$ cat src/rtl/assert_macros.svh
// Assertion macros for the RTL files; included by longest_prefix_route_lookup.
// No dependencies; simulation builds get the checks, synthesis gets empty bodies.
`ifndef ASSERT_MACROS_SVH
`define ASSERT_MACROS_SVH

`ifndef SYNTHESIS

// antecedent in a cycle implies consequent in the same cycle
`define ASSERT_SAME(label, clk, rst_n, ante, cons) \
    label: assert property (@(posedge clk) disable iff (!rst_n) (ante) |-> (cons)) \
        else $error("same-cycle check failed");

// antecedent in a cycle implies consequent in the next cycle
`define ASSERT_NEXT(label, clk, rst_n, ante, cons) \
    label: assert property (@(posedge clk) disable iff (!rst_n) (ante) |=> (cons)) \
        else $error("next-cycle check failed");

`else

`define ASSERT_SAME(label, clk, rst_n, ante, cons)
`define ASSERT_NEXT(label, clk, rst_n, ante, cons)

`endif

`endif

$ cat src/rtl/lprl_pkg.sv
// Types and constants for the longest prefix route lookup.
// No dependencies; used by lprl_cell and longest_prefix_route_lookup.
package lprl_pkg;

    localparam int TABLE_DEPTH_DEF = 16;
    localparam int PORT_COUNT_DEF  = 4;

    localparam int ADDR_W  = 32;
    localparam int SLOT_W  = 4;
    localparam int PORT_W  = 2;
    localparam int COUNT_W = 5;

    localparam logic FUNC_WRITE  = 1'b0;
    localparam logic FUNC_LOOKUP = 1'b1;

    typedef struct packed {
        logic              func;
        logic [SLOT_W-1:0] entry_slot;
        logic [ADDR_W-1:0] entry_prefix;
        logic [ADDR_W-1:0] entry_netmask;
        logic [ADDR_W-1:0] entry_next_hop;
        logic [PORT_W-1:0] entry_port;
        logic [ADDR_W-1:0] lookup_addr;
    } t_in_word;

    typedef struct packed {
        logic              hit;
        logic [ADDR_W-1:0] gateway_addr;
        logic [PORT_W-1:0] out_port;
        logic [ADDR_W-1:0] best_mask;
    } t_out_word;

    // lookup in flight through the cell row
    typedef struct packed {
        logic              valid;
        logic [ADDR_W-1:0] addr;
        logic [ADDR_W-1:0] best;
        logic [ADDR_W-1:0] gw;
        logic [PORT_W-1:0] port;
        logic              found;
    } t_token;

    // table write broadcast to all cells
    typedef struct packed {
        logic              we;
        logic [SLOT_W-1:0] slot;
        logic [ADDR_W-1:0] prefix;
        logic [ADDR_W-1:0] netmask;
        logic [ADDR_W-1:0] gateway;
        logic [PORT_W-1:0] port;
    } t_entry_wr;

    typedef enum logic {
        ST_IDLE,
        ST_SCAN
    } t_state;

endpackage

$ cat src/rtl/lprl_cell.sv
// One route table entry plus one stage of the lookup row.
// Depends on lprl_pkg.
module lprl_cell import lprl_pkg::*; #(
    parameter int unsigned CELL_IDX = 0
) (
    input  logic               i_clk,
    input  logic               i_rst_n,
    input  logic               i_adv,
    input  logic [COUNT_W-1:0] i_count,
    input  t_entry_wr          i_wr,
    input  t_token             i_tok,
    output t_token             o_tok
);

    logic [ADDR_W-1:0] r_prefix;
    logic [ADDR_W-1:0] r_netmask;
    logic [ADDR_W-1:0] r_gateway;
    logic [PORT_W-1:0] r_port;
    t_token            r_tok;
    t_token            n_tok;
    logic              w_active;
    logic              w_take;

    always_ff @(posedge i_clk) begin
        if (i_wr.we && (32'(i_wr.slot) == CELL_IDX)) begin
            r_prefix  <= i_wr.prefix;
            r_netmask <= i_wr.netmask;
            r_gateway <= i_wr.gateway;
            r_port    <= i_wr.port;
        end
    end

    // entries at or past the configured count are skipped
    assign w_active = (32'(i_count) > CELL_IDX);
    assign w_take   = i_tok.valid && w_active
                   && ((i_tok.addr & r_netmask) == (r_prefix & r_netmask))
                   && ((r_netmask & i_tok.best) == i_tok.best);

    always_comb begin
        n_tok = i_tok;
        if (w_take) begin
            n_tok.best  = r_netmask;
            n_tok.gw    = r_gateway;
            n_tok.port  = r_port;
            n_tok.found = 1'b1;
        end
    end

    // only the valid bit is reset; the payload follows it
    always_ff @(posedge i_clk) begin
        if (!i_rst_n) begin
            r_tok.valid <= 1'b0;
        end else if (i_adv) begin
            r_tok.valid <= n_tok.valid;
        end
        if (i_adv) begin
            r_tok.addr  <= n_tok.addr;
            r_tok.best  <= n_tok.best;
            r_tok.gw    <= n_tok.gw;
            r_tok.port  <= n_tok.port;
            r_tok.found <= n_tok.found;
        end
    end

    assign o_tok = r_tok;

endmodule

$ cat src/rtl/longest_prefix_route_lookup.sv
// Top level of the longest prefix route lookup: control, config and the row of cells.
// Depends on lprl_pkg, lprl_cell and assert_macros.svh.
//
//   channel  | signals                           | moves
//   ---------+-----------------------------------+---------------------------
//   in       | i_in_valid, o_in_ready, i_in_word | table write or lookup word
//   out      | o_out_valid, i_out_ready, o_out_word | one word per lookup
//   cfg      | i_cfg_we, i_cfg_wdata             | entries_in_use
//
// A write word is taken while idle. A lookup walks the row of TABLE_DEPTH cells, one
// cell per cycle while the row is not stalled, then lands in the output register.
// No new word is taken until that lookup has reached the output register.
// Synchronous active-low reset clears control only; table contents stay undefined
// until written. A finished word facing a full output register that is not taken freezes the row.
`include "assert_macros.svh"

module longest_prefix_route_lookup import lprl_pkg::*; #(
    parameter int TABLE_DEPTH = TABLE_DEPTH_DEF,
    parameter int PORT_COUNT  = PORT_COUNT_DEF
) (
    input  logic               i_clk,
    input  logic               i_rst_n,
    input  logic               i_cfg_we,
    input  logic [COUNT_W-1:0] i_cfg_wdata,
    input  logic               i_in_valid,
    output logic               o_in_ready,
    input  t_in_word           i_in_word,
    output logic               o_out_valid,
    input  logic               i_out_ready,
    output t_out_word          o_out_word
);

    t_state             r_state;
    t_state             n_state;
    logic [COUNT_W-1:0] r_count;
    logic               r_out_valid;
    t_out_word          r_out_word;
    logic               w_in_ready;
    logic               w_accept;
    logic               w_adv;
    t_entry_wr          w_wr;
    t_token             w_tok [TABLE_DEPTH+1];
    logic [TABLE_DEPTH-1:0] w_tok_vld;
    t_token             w_tail;

    assign w_accept = i_in_valid && w_in_ready;
    assign w_tail   = w_tok[TABLE_DEPTH];
    // row stalls only when a finished word cannot move into the output register
    assign w_adv    = !(w_tail.valid && r_out_valid && !i_out_ready);

    always_ff @(posedge i_clk) begin
        if (!i_rst_n) begin
            r_count <= '0;
        end else if (i_cfg_we) begin
            r_count <= i_cfg_wdata;
        end
    end

    always_comb begin
        w_wr.we      = w_accept && (i_in_word.func == FUNC_WRITE);
        w_wr.slot    = i_in_word.entry_slot;
        w_wr.prefix  = i_in_word.entry_prefix;
        w_wr.netmask = i_in_word.entry_netmask;
        w_wr.gateway = i_in_word.entry_next_hop;
        if (32'(i_in_word.entry_port) >= 32'(PORT_COUNT)) begin
            w_wr.port = PORT_W'(PORT_COUNT - 1);
        end else begin
            w_wr.port = i_in_word.entry_port;
        end
    end

    always_comb begin
        w_tok[0].valid = w_accept && (i_in_word.func == FUNC_LOOKUP);
        w_tok[0].addr  = i_in_word.lookup_addr;
        w_tok[0].best  = '0;
        w_tok[0].gw    = '0;
        w_tok[0].port  = '0;
        w_tok[0].found = 1'b0;
    end

    for (genvar g = 0; g < TABLE_DEPTH; g++) begin : g_cell
        lprl_cell #(
            .CELL_IDX (g)
        ) u_cell (
            .i_clk   (i_clk),
            .i_rst_n (i_rst_n),
            .i_adv   (w_adv),
            .i_count (r_count),
            .i_wr    (w_wr),
            .i_tok   (w_tok[g]),
            .o_tok   (w_tok[g+1])
        );
        assign w_tok_vld[g] = w_tok[g+1].valid;
    end

    always_ff @(posedge i_clk) begin
        if (!i_rst_n) begin
            r_state <= ST_IDLE;
        end else begin
            r_state <= n_state;
        end
    end

    always_comb begin
        n_state    = r_state;
        w_in_ready = 1'b0;
        case (r_state)
            ST_IDLE: begin
                w_in_ready = 1'b1;
                if (i_in_valid && (i_in_word.func == FUNC_LOOKUP)) begin
                    n_state = ST_SCAN;
                end
            end
            ST_SCAN: begin
                if (w_tail.valid && w_adv) begin
                    n_state = ST_IDLE;
                end
            end
            default: begin
                n_state = ST_IDLE;
            end
        endcase
    end

    always_ff @(posedge i_clk) begin
        if (!i_rst_n) begin
            r_out_valid <= 1'b0;
        end else if (w_tail.valid && w_adv) begin
            r_out_valid <= 1'b1;
        end else if (i_out_ready) begin
            r_out_valid <= 1'b0;
        end
    end

    // miss leaves best, gateway and port at their zero start values
    always_ff @(posedge i_clk) begin
        if (w_tail.valid && w_adv) begin
            r_out_word.hit          <= w_tail.found;
            r_out_word.gateway_addr <= w_tail.gw;
            r_out_word.out_port     <= w_tail.port;
            r_out_word.best_mask    <= w_tail.best;
        end
    end

    assign o_in_ready  = w_in_ready;
    assign o_out_valid = r_out_valid;
    assign o_out_word  = r_out_word;

    `ASSERT_NEXT(a_lookup_starts_scan, i_clk, i_rst_n, w_tok[0].valid, r_state == ST_SCAN)
    `ASSERT_SAME(a_tail_only_in_scan, i_clk, i_rst_n, w_tail.valid, r_state == ST_SCAN)
    `ASSERT_SAME(a_one_lookup_in_row, i_clk, i_rst_n, 1'b1, $onehot0(w_tok_vld))
    `ASSERT_NEXT(a_stall_holds_tail, i_clk, i_rst_n, !w_adv, w_tail.valid)

endmodule
$ cat config.mk
export PLATFORM = sky130hd
export DESIGN_NAME = longest_prefix_route_lookup
export DESIGN_NICKNAME = d
export VERILOG_FILES = /design/src/rtl/lprl_pkg.sv /design/src/rtl/lprl_cell.sv /design/src/rtl/longest_prefix_route_lookup.sv
export VERILOG_INCLUDE_DIRS = /design/src /design/src/rtl
export SDC_FILE = /design/constraint.sdc
export NUM_CORES = 2
export LEC_CHECK = 0
export BUFFER_PORTS_ARGS = -buffer_cell sky130_fd_sc_hd__buf_2
export CORE_ASPECT_RATIO = 1.1
export CORE_MARGIN = 2
export CORE_UTILIZATION = 41
export CTS_BUF_LIST = sky130_fd_sc_hd__clkbuf_16
export DETAILED_ROUTE_END_ITERATION = 16
export SYNTH_ARGS = -nofsm -noshare
export SYNTH_HDL_FRONTEND = slang
export SYNTH_HIERARCHICAL = 1
export SYNTH_SLANG_ARGS = --single-unit
$ cat constraint.sdc
create_clock -name i_clk -period 51.4 [get_ports i_clk]
set_input_delay 7.71 -clock i_clk [delete_from_list [all_inputs] [get_ports i_clk]]
set_output_delay 7.71 -clock i_clk [all_outputs]
set_load 0.02 [all_outputs]
**After elaboration in Yosys (flattened, before gate mapping)**

Index checks and enable logic that the tools add are counted.

- Magnitude comparators: 16
- Bitwise logic cells: 49
- Multiplexer cells: 22
- Eq/ne operators: 46
- Reductions and logical operators: 74

Operators with widths:

| operator | number |
|---|---|
| bitwise AND 32 bit | 47 |
| 2-to-1 mux 67 bit | 15 |
| == test 32 bit | 31 |
| logical AND 1 bit | 70 |
| > comparator 5 x 4 -> 1 bit (second input constant) | 8 |
| == test 4 bit (second input constant) | 8 |
| > comparator 5 x 3 -> 1 bit (second input constant) | 4 |
| == test 4 x 3 -> 1 bit (second input constant) | 4 |
| > comparator 5 x 1 -> 1 bit (second input constant) | 2 |
| > comparator 5 x 2 -> 1 bit (second input constant) | 2 |
| == test 4 x 2 -> 1 bit (second input constant) | 2 |
| 2-to-1 mux 1 bit | 6 |
| == test 4 x 1 -> 1 bit (second input constant) | 1 |
| logical NOT 4 bit | 1 |
| logical NOT 1 bit | 2 |
| NOT 1 bit | 2 |
| one-hot mux 1 bit (2 select lines) | 1 |
| nonzero test 2 bit | 1 |

- Bits of input ports: 145
- Word-level logic and storage cells: 373
- Output and inout bits: 69
- Register bits after elaboration: 3210

**Depth between registers and ports, before layout**

- Depth after elaboration: 6
- Gate-level depth with buffers: 10
- Mapped depth without buffers: 7

**Hierarchy**

The synthesis kept the hierarchy.

Modules (own cells, without submodules):

| module | cells an instance | area an instance (um2) | instances | sequential area each (um2) |
|---|---|---|---|---|
| lprl_cell at g_cell[14].u_cell ... | 383 | 7593.5 | 2 | 5935.7 |
| lprl_cell at g_cell[12].u_cell | 384 | 7599.8 | 1 | 5935.7 |
| lprl_cell at g_cell[13].u_cell | 383 | 7597.3 | 1 | 5935.7 |
| lprl_cell at g_cell[8].u_cell | 384 | 7596.0 | 1 | 5935.7 |
| lprl_cell at g_cell[9].u_cell | 383 | 7596.0 | 1 | 5935.7 |
| lprl_cell at g_cell[0].u_cell | 384 | 7594.8 | 1 | 5935.7 |
| lprl_cell at g_cell[3].u_cell | 382 | 7594.8 | 1 | 5935.7 |
| lprl_cell at g_cell[6].u_cell | 383 | 7594.8 | 1 | 5935.7 |
| lprl_cell at g_cell[10].u_cell | 384 | 7593.5 | 1 | 5935.7 |
| lprl_cell at g_cell[1].u_cell | 380 | 7592.3 | 1 | 5935.7 |
| lprl_cell at g_cell[11].u_cell | 384 | 7591.0 | 1 | 5935.7 |
| lprl_cell at g_cell[5].u_cell | 381 | 7589.8 | 1 | 5935.7 |
| lprl_cell at g_cell[7].u_cell | 381 | 7586.0 | 1 | 5935.7 |
| lprl_cell at g_cell[15].u_cell | 382 | 7584.8 | 1 | 5935.7 |
| 2 more rows | - | - | - | - |

**Worst setup path before layout**

OpenSTA, ideal clock, no wires.

- Kind: input-to-reg
- Start: input i_out_ready
- End: register g_cell[0].u_cell.r_tok (netlist bit g_cell[0].u_cell/o_tok[0]), enable pin
- Stages on the path: 2
- Path buffers: 0
- Data arrival time: 33826 ps
- Setup slack: 6550 ps
- Cell sequence: nor2b_2 -> nand2_1

- Longest elaborated chain between the ends: 2

RTL lines:

| what | RTL line | RTL |
|---|---|---|
| from (decl) | longest_prefix_route_lookup.sv:29 | `input logic i_out_ready,` |
| logical NOT 1 bit | longest_prefix_route_lookup.sv:49 | `assign w_adv = !(w_tail.valid && r_out_valid && !i_out_ready);` |
| logical AND 1 bit | longest_prefix_route_lookup.sv:49 |  |
| to (decl) | lprl_cell.sv:19 | `t_token r_tok;` |

Every way passes these cells.
A chain may end at the register's enable or synchronous reset.

**Worst setup path in the final report**

- Start: input i_out_ready
- End: register g_cell[1].u_cell.r_tok (netlist bit g_cell[1].u_cell/o_tok[73]), enable pin

- Longest elaborated chain between the ends: 2

RTL lines:

| what | RTL line |
|---|---|
| logical NOT 1 bit | longest_prefix_route_lookup.sv:49 |
| logical AND 1 bit | longest_prefix_route_lookup.sv:49 |
| to (decl) | lprl_cell.sv:19 |

Every way passes these cells.

==> impl_metrics.json <==
{
  "drc": 0,
  "cap_violations": 0,
  "p_total_uw": 5500,
  "report.final.setup_viol": 0,
  "rows": 210,
  "place.gp.congestion": 0.961,
  "cts_buffer_depth": 4,
  "grt.total_usage": 0.220,
  "place_area_um2": 129000,
  "crit_top_cell": "buf_4",
  "cts_buffers": 326,
  "netlist_instances": 6188,
  "dieWidth_um": 526,
  "vias_per_cell": 5.36,
  "period_needed_ns": 11.48,
  "clk_pin_slew_ns": 0.06,
  "grt.overflow.total": 0,
  "max_slew_margin": 0.142,
  "final_cell_mix": "edfxtp_1 (3187), mux2_2 (566), inv_1 (521)",
  "critPathArrivalTime_ns": 12.00,
  "cp_slowest_cell": "buf_4",
  "crit_path_end_kind": "flip-flop",
  "die_area_um2": 304000,
  "final_antenna_net_count": 0,
  "cpPeakStageDelay_ns": 0.83,
  "crit_type": "input pin to flip-flop",
  "peakVddDrop_v": 0.0000299,
  "rsz0062_at_grt": "no",
  "die_y_um": 578,
  "leakagePower_uw": 0.0512,
  "portBuffers": 213,
  "netlist_area_um2": 123000,
  "timing.final.crit_share": 0.223,
  "cts_tree": "done",
  "drt-total-wl_mm": 340,
  "start_util": 0.412,
  "firstDrtPassIters": 6,
  "clock-root-buffer": "clkbuf_16",
  "worst_pin_slew_ns": 1.29,
  "final_area_um2": 139000,
  "status": "complete, no violations",
  "avgSynthCellArea_um2": 19.8,
  "htree_levels": 5,
  "max_freq_ghz": 0.0871,
  "hold_ws_ns": 0.416,
  "cts_hold_buf": 0,
  "wl_per_cell_um": 30.9,
  "final_layout_size_suffix_gt1_frac": 0.251,
  "cts.sinks": 3210,
  "hold_viol_final": 0,
  "yosysWarnings": 6,
  "power_density_nw_per_um2": 39.4,
  "fin_setup_tns_ns": 0,
  "place_hpwl_mm": 227,
  "grt_start_max_net_pins": 172,
  "cp_max_fo": 68,
  "post_cts_buffers": 0,
  "grt_pass1_wl_mm": 468,
  "nNetsFinal": 6920,
  "insertion_delay_ns": 0.93,
  "detail_route.iter0.violations": 6535,
  "area_growth_pct": 13.5,
  "critical_path_required_ns": 51.91,
  "core-area_um2": 298000,
  "hp-class": "flip-flop to flip-flop",
  "first_global_vias": 59200,
  "post_cts_resized": 0,
  "finalMaxSlewViolations": 0,
  "mostFrequentLayoutCell": "edfxtp_1",
  "antenna_found_initial": 50,
  "vias": 58900,
  "crit_chain": "buf_2 > nor2b_2 > nand2_4 > buf_4 > buf_4 > buf_4 > buf_4",
  "skew_ns": 0.0523,
  "start_kind": "input pin",
  "ioPinCount": 214
}
-- registers in the layout, summed over array words and instances (netlist names) --
| signal | cells |
|---|---|
| g_cell.u_cell/o_tok | 1568 |
| g_cell.u_cell/r_gateway | 512 |
| g_cell.u_cell/r_netmask | 512 |
| g_cell.u_cell/r_prefix | 512 |
| o_out_word | 67 |
| g_cell.u_cell/r_port | 32 |
| r_count | 5 |
| o_out_valid | 1 |
| r_state | 1 |
-- final timing paths --
path	from	depth (start not counted)	slack [ns]	to
worst max-delay path	i_out_ready	7	39.92	g_cell[1].u_cell/o_tok[73]
worst min-delay path	g_cell[15].u_cell/o_tok[4]	0	0.42	o_out_word[35]
worst max register to register	o_out_valid	6	46.37	g_cell[1].u_cell/o_tok[73]
worst min register to register	g_cell[15].u_cell/o_tok[4]	0	0.42	o_out_word[35]
-- stage by stage --
| stage | cells | worst slack [ns] | util |
|---|---|---|---|
| finish | 11000 | 39.92 | 0.468 |
| global route | 11000 | 39.65 | 0.468 |
| CTS | 11000 | 39.97 | 0.468 |
| detailed placement | 10400 | 39.01 | 0.433 |
| global placement | 10400 | 39.09 | 0.433 |
| floorplan | 6286 | 7.28 | - |
-- critical path: cells and delay by family --
kind | cells | cell delay (ns)
AND/OR/NAND/NOR | 2 | 0.77
buffers and inverters | 5 | 3.24
-- layer usage --
layer | track usage | part of all wire | up-vias
met5 | 0 | 0.00016 | -
met3 | 0.0253 | 0.053 | 604
met1 | 0.272 | 0.39 | 30700
met4 | 0.100 | 0.048 | 8
li1 | - | - | 25200
met2 | 0.387 | 0.51 | 2270
-- area by class of cell --
cell class / count / area [um^2]
Sequential cell: 3210 / 96200
Clock buffer: 327 / 8180
Timing Repair Buffer: 289 / 1670
Clock inverter: 263 / 2240
Tap cell: 3922 / 4910
Fill cell: 24800 / 158000
Antenna cell: 27 / 67.6
Multi-Input combinational cell: 2510 / 24500
Inverter: 438 / 1640
-- where the power goes --
part / leakage [uW] / internal, uW / switching, uW / total [uW]
combinational: 0.0145 / 66.5 / 109 / 175
sequential: 0.0313 / 2950 / 52.3 / 3010
clock: 0.00538 / 1310 / 1010 / 2310
total: 0.0512 / 4330 / 1170 / 5500
Note: power is estimated with default switching activity, not from simulation.
